**config.mk**
```make
export PLATFORM = sky130hd
export DESIGN_NAME = lldq_cell
export DESIGN_NICKNAME = d
export VERILOG_FILES = /design/src/rtl/lldq_pkg.sv /design/src/rtl/lldq_cell.sv
export SDC_FILE = /design/constraint.sdc
export NUM_CORES = 1
export LEC_CHECK = 0
export BUFFER_PORTS_ARGS = -buffer_cell sky130_fd_sc_hd__buf_4
export CAP_MARGIN = 30
export CORE_ASPECT_RATIO = 1.25
export CORE_MARGIN = 5
export CORE_UTILIZATION = 39
export DETAILED_ROUTE_END_ITERATION = 10
export PLACE_DENSITY = 0.8
export SETUP_SLACK_MARGIN = 0.3
export SKIP_CTS_REPAIR_TIMING = 1
export SYNTH_ARGS = -nofsm -noshare
export SYNTH_HDL_FRONTEND = slang
export SYNTH_SLANG_ARGS = --single-unit
```
**constraint.sdc**
```tcl
create_clock -name i_clk -period 1.4 [get_ports i_clk]
set_input_delay 0.21 -clock i_clk [delete_from_list [all_inputs] [get_ports i_clk]]
set_output_delay 0.21 -clock i_clk [all_outputs]
set_load 0.01 [all_outputs]
```
**src/rtl/lldq_pkg.sv**
```systemverilog
package lldq_pkg;

    localparam int CAPACITY    = 64;
    localparam int VALUE_WIDTH = 32;
    localparam int COUNT_W     = $clog2(CAPACITY + 1);
    localparam int LEVELS      = $clog2(CAPACITY);
    localparam int CMD_W       = 3;
    localparam int STATUS_W    = 2;

    localparam logic [CMD_W-1:0] CMD_PUSH_FRONT = 3'd0;
    localparam logic [CMD_W-1:0] CMD_PUSH_BACK  = 3'd1;
    localparam logic [CMD_W-1:0] CMD_POP_FRONT  = 3'd2;
    localparam logic [CMD_W-1:0] CMD_POP_BACK   = 3'd3;
    localparam logic [CMD_W-1:0] CMD_REMOVE     = 3'd4;

    localparam logic [STATUS_W-1:0] STATUS_DONE = 2'd0;
    localparam logic [STATUS_W-1:0] STATUS_MISS = 2'd1;
    localparam logic [STATUS_W-1:0] STATUS_FULL = 2'd2;

    typedef enum logic [1:0] {
        ST_IDLE,
        ST_EXEC,
        ST_REPORT
    } t_state;

    typedef enum logic [1:0] {
        CELL_HOLD,
        CELL_LOAD,
        CELL_FROM_LEFT,
        CELL_FROM_RIGHT
    } t_cell_op;

    typedef struct packed {
        logic                   valid;
        logic [VALUE_WIDTH-1:0] value;
    } t_cell_data;

    typedef struct packed {
        logic [CMD_W-1:0]       command;
        logic [VALUE_WIDTH-1:0] value;
    } t_in;

    typedef struct packed {
        logic [STATUS_W-1:0]    status;
        logic [COUNT_W-1:0]     count;
        logic                   is_empty;
        logic [VALUE_WIDTH-1:0] front_value;
        logic [VALUE_WIDTH-1:0] back_value;
    } t_out;

    // Log-depth prefix OR: bit i is set when any bit at or below i is set.
    function automatic logic [CAPACITY-1:0] prefix_or(input logic [CAPACITY-1:0] v);
        logic [CAPACITY-1:0] r;
        logic [CAPACITY-1:0] prev;
        r = v;
        for (int lvl = 0; lvl < LEVELS; lvl++) begin
            prev = r;
            for (int i = 0; i < CAPACITY; i++) begin
                if (i >= (1 << lvl)) begin
                    r[i] = prev[i] | prev[i - (1 << lvl)];
                end
            end
        end
        return r;
    endfunction

endpackage

```
**src/rtl/lldq_cell.sv**
```systemverilog
module lldq_cell (
    input  logic                                i_clk,
    input  logic                                i_rst_n,
    input  lldq_pkg::t_cell_op                  i_op,
    input  logic [lldq_pkg::VALUE_WIDTH-1:0]    i_load_value,
    input  lldq_pkg::t_cell_data                i_left,
    input  lldq_pkg::t_cell_data                i_right,
    input  logic                                i_cmp_en,
    input  logic [lldq_pkg::VALUE_WIDTH-1:0]    i_key,
    output lldq_pkg::t_cell_data                o_data,
    output logic                                o_match
);

    logic                             r_valid;
    logic [lldq_pkg::VALUE_WIDTH-1:0] r_value;
    logic                             r_match;

    always_ff @(posedge i_clk) begin
        if (!i_rst_n) begin
            r_valid <= 1'b0;
        end else begin
            unique case (i_op)
                lldq_pkg::CELL_HOLD:       r_valid <= r_valid;
                lldq_pkg::CELL_LOAD:       r_valid <= 1'b1;
                lldq_pkg::CELL_FROM_LEFT:  r_valid <= i_left.valid;
                lldq_pkg::CELL_FROM_RIGHT: r_valid <= i_right.valid;
                default:                   r_valid <= r_valid;
            endcase
        end
    end

    always_ff @(posedge i_clk) begin
        unique case (i_op)
            lldq_pkg::CELL_HOLD:       r_value <= r_value;
            lldq_pkg::CELL_LOAD:       r_value <= i_load_value;
            lldq_pkg::CELL_FROM_LEFT:  r_value <= i_left.value;
            lldq_pkg::CELL_FROM_RIGHT: r_value <= i_right.value;
            default:                   r_value <= r_value;
        endcase
    end

    // The compare is taken when the word arrives, so the search runs in every cell at once.
    always_ff @(posedge i_clk) begin
        if (!i_rst_n) begin
            r_match <= 1'b0;
        end else if (i_cmp_en) begin
            r_match <= r_valid && (r_value == i_key);
        end
    end

    assign o_data.valid = r_valid;
    assign o_data.value = r_value;
    assign o_match      = r_match;

endmodule

```
**Yosys cells after proc, flatten, opt, wreduce, memory -nomap -nowiden**

Cells that the tools add are included.
W data, S select, Z words.

- Logic and storage cells: 11
- Register bits: 34
- Output and inout bits: 34
- Input bits: 135

- Multiplexer cells: 2
- Reductions and logical operators: 2
- Eq/ne operators: 4

Operators by type and width:

| cell | count |
|---|---|
| $pmux W32 S3 | 1 |
| $eq A32 B32 Y1 | 1 |
| $eq A2 B2 Y1 const B | 2 |
| $pmux W1 S3 | 1 |
| $eq A2 B1 Y1 const B | 1 |
| $logic_not A2 Y1 | 1 |
| $logic_and A1 B1 Y1 | 1 |

**Longest topological paths before layout**

- Depth in word-level cells: 2
- Mapped depth: 5

**Worst setup path before layout**

No wires, ideal clock.

- Path type: input to register
- From: input port i_op[0]
- To: register r_valid
- Setup slack: 0.140 ns
- Path buffers: 1
- Arrival time: 1.138 ns
- Stages: 4
- Cell sequence: buf_4 or2_2 o21ai_0 a21oi_1

- Longest elaborated chain between the ends: 2
- Elaborated cells between the ends (all ways): 5

Ends and longest elaborated chain:

| element | RTL line | source |
|---|---|---|
| start: declaration | lldq_cell.sv:4 | `input lldq_pkg::t_cell_op i_op,` |
| $eq A2 B2 Y1 or $eq A2 B1 Y1 (tied branches) | lldq_cell.sv:22 | `unique case (i_op)` |
| $pmux W1 S3 | lldq_cell.sv:22 |  |
| end signal: assignment | lldq_cell.sv:23 | `lldq_pkg::CELL_HOLD: r_valid <= r_valid;` |
| end signal: assignment | lldq_cell.sv:25 | `lldq_pkg::CELL_FROM_LEFT: r_valid <= i_left.valid;` |
| end signal: assignment | lldq_cell.sv:26 | `lldq_pkg::CELL_FROM_RIGHT: r_valid <= i_right.valid;` |
| end: declaration | lldq_cell.sv:14 | `logic r_valid;` |

Several ways; a longest one is shown, not always the timed one.
A chain may end at the register's enable or synchronous reset.

**Final worst setup path**

- From: register r_value[2] (netlist name)
- To: register r_match (netlist: o_match)

- Longest elaborated chain between the ends: 2

Ends and longest elaborated chain:

| element | RTL line | source |
|---|---|---|
| start: declaration | lldq_cell.sv:15 | `logic [lldq_pkg::VALUE_WIDTH-1:0] r_value;` |
| start signal: assignment | lldq_cell.sv:34 | `lldq_pkg::CELL_HOLD: r_value <= r_value;` |
| start signal: assignment | lldq_cell.sv:35 | `lldq_pkg::CELL_LOAD: r_value <= i_load_value;` |
| start signal: assignment | lldq_cell.sv:36 | `lldq_pkg::CELL_FROM_LEFT: r_value <= i_left.value;` |
| $eq A32 B32 Y1 | lldq_cell.sv:47 | `r_match <= r_valid && (r_value == i_key);` |
| $logic_and A1 B1 Y1 | lldq_cell.sv:47 |  |
| end signal: assignment | lldq_cell.sv:47 |  |
| end: declaration | lldq_cell.sv:16 | `logic r_match;` |

No other way between the ends.

==> flow_summary.toml <==
[global_routing]
grt_start_max_net_pins = 66
gr-total-overflow = 0
grt_antenna_before_repair = 0
grt_pass1_vias = 2219
grt_pass1_wl_um = 10300
gr-usage-all-layers = 0.198

[drt]
drt_iter0_drc = 75
vias = 2080
wl_um = 7060
via_per_inst = 4.93
dr.pass1.iters = 4
detail-route-antenna-nets = 0
drc = 0
wire_per_inst_um = 16.7

[sta]
fmax_mhz = 754
whs_ps = 193
tightest_slew_ps = 467
finalSetupViolations = 0
clock-skew-final_ps = 2.48
layout_min_cycle_time_ps = 1330
slew_violations = 0
relSlewSlack = 0.689
period_share = 0.947
grt_setup_unrepaired = "yes"
hold_violations = 0
tns_ps = 0
setup_ws_ps = 73.6

[pwr]
switching_share = 0.261
p_clk_frac = 0.243
p_leak_nw = 1.64
p_per_area_mw_per_mm2 = 855
p_sw_mw = 0.789
irDropWorstVdd_mv = 0.595
power_frac_seq = 0.443
power_frac_comb = 0.314
p_int_mw = 2.24

[final_layout]
n_antenna_cell = 0
n_fill_cell = 428
drive_above_1_share = 0.506
final_nets = 494
design_area_sq_mm = 0.00354
utilization = 0.692
area_growth_syn_to_layout_pct = 70.9

[floorplan]
fp.dieW_um = 75.2
die_h_um = 91.5
io_pins = 169
die_area_sq_mm = 0.00688
fp-row-count = 29
floorplan.initialDensity = 0.405
core-area_sq_mm = 0.00512

[place]
pre_cts_slack_ps = 30.8
dp.final_hpwl_um = 5830
place_area_sq_mm = 0.00338
portBuffers = 168
gp_congestion = 0.770

[setup_path]
critPathArrivalTime_ps = 1550
cp.depth = 5
crit_fanout = 2
r2r_cells = 5
criticalPathCategory = "flop to flop"
crit_chain = "xnor2_1 -> nand4_1 -> nor4_2 -> nand3_1 -> nand2_1"
cp_slowest_cell = "edfxtp_1"
cp-end-kind = "flop"
startpoint = "r_value[2]"
critPathRequiredTime_ps = 1630
critPathBufInv = 0
critPathTopFamily = "simple AND/OR/NAND/NOR gates"
crit_path_start_kind = "flop"
timing.rr.start = "r_value[2]"
r2r-end = "o_match"
endpoint = "o_match"
rrSetupSlack_ps = 70
max_stage_delay_ps = 430

[clock_tree]
path_clk_slew_ps = 70
clock-sinks = 34
clock_path_buffers = 2
clk_latency_ps = 280
clock-root-buffer = "clkbuf_8"
cts_tree = "yes"
cts_made_buffers = 5
cts-htree-levels = 2

[logic_synthesis]
avgSynthCellArea_sq_um = 10.8
syn_inst = 192
ys_ff_latch = 34
ys_warn_count = 0
synth-seq-area-share = 0.483
netlist_area_sq_mm = 0.00207
synth_nets = 327
synth_cell_type_count = 19

[status]
status = "finished, final reports clean"

[min_path]
min_from = "i_rst_n"
min_path_type = "input port to flop"

[run]
maxCapViolations = 0
flip-flops by register name, indices dropped and copies added (netlist names):
signal	cells
o_match	1
r_valid	1
r_value	32
power groups by stage:
stage	logic, mW	registers, mW	clock network [mW]
floorplan	0.324	1.40	0
finish	0.951	1.34	0.735
detailed placement	0.927	1.35	0
global placement	0.914	1.34	0
global route	1.03	1.35	0.805
CTS	0.930	1.33	0.755
cell families (layout without fill, tap and decap cells):
logic type             after synthesis  count (layout)  share of synthesized area
AND/OR/NAND/NOR                     47              47                      0.102
buffers and inverters               12             180                     0.0381
flip-flops                          34              34                      0.483
multiplexers                        33              33                      0.160
AO/OA/AOI/OAI                       34              34                     0.0822
XOR/XNOR                            32              32                      0.135
cell usage after synthesis (all sizes together):
cell type / instances / share of area
or2: 1 / 0.0030
xnor2: 29 / 0.12
a21oi: 33 / 0.080
buf: 8 / 0.031
nand3b: 1 / 0.0036
nand4: 8 / 0.024
nor3: 1 / 0.0024
edfxtp: 32 / 0.46
xor2: 3 / 0.013
o21ai: 1 / 0.0024
nor2: 32 / 0.058
nor4: 2 / 0.0060
dfxtp: 2 / 0.019
nand2: 1 / 0.0018
mux2i: 33 / 0.16
clkbuf: 4 / 0.0072
nand3: 1 / 0.0024
layout make-up:
type / instances / area (sq um) / area share
flip-flops and latches: 34 / 1000 / 0.283
clock inverters: 1 / 5.00 / 0.00141
clock buffers: 7 / 86.3 / 0.0244
multi-input cells: 146 / 1010 / 0.285
repair buffers: 172 / 1360 / 0.385
well taps: 62 / 77.6 / 0.0219
routing by layer:
| metal | part of all wire | track usage | vias to the layer above |
|---|---|---|---|
| met3 | 0.10 | 0.0729 | 9 |
| met2 | 0.58 | 0.386 | 98 |
| li1 | - | - | 1026 |
| met1 | 0.30 | 0.185 | 947 |
| met4 | 0.013 | 0.0525 | 0 |
| met5 | 0 | 0 | - |
worst reg2reg max path, delay by kind of cell (launching register included):
family        cells  cell delay (ps)
flops             1              430
xor+xnor          1              190
simple gates      4              660
how the worst min path moves through the flow:
stage               to  depth (start not counted)
6_report       o_match                          3
5_1_grt        o_match                          3
4_1_cts        o_match                          3
3_5_place_dp   o_match                          3
3_3_place_gp   o_match                          3
2_1_floorplan  o_match                          2
layout by cell type, fill, tap and decap left out, drive strengths merged:
master / count
dfxtp: 2
mux2i: 33
nand4: 8
clkbuf: 7
clkinv: 1
nand3: 1
nor2: 32
xor2: 3
nor4: 2
edfxtp: 32
a21oi: 33
o21ai: 1
xnor2: 29
nand3b: 1
nor3: 1
nand2: 1
buf: 172
or2: 1
metrics by stage:
| step | instances | power [mW] |
|---|---|---|
| finish | 422 | 3.03 |
| global route | 422 | 3.19 |
| CTS | 421 | 3.02 |
| detailed placement | 413 | 2.28 |
| global placement | 413 | 2.26 |
| floorplan | 192 | 1.72 |
Power figures use the tool's default switching activity.
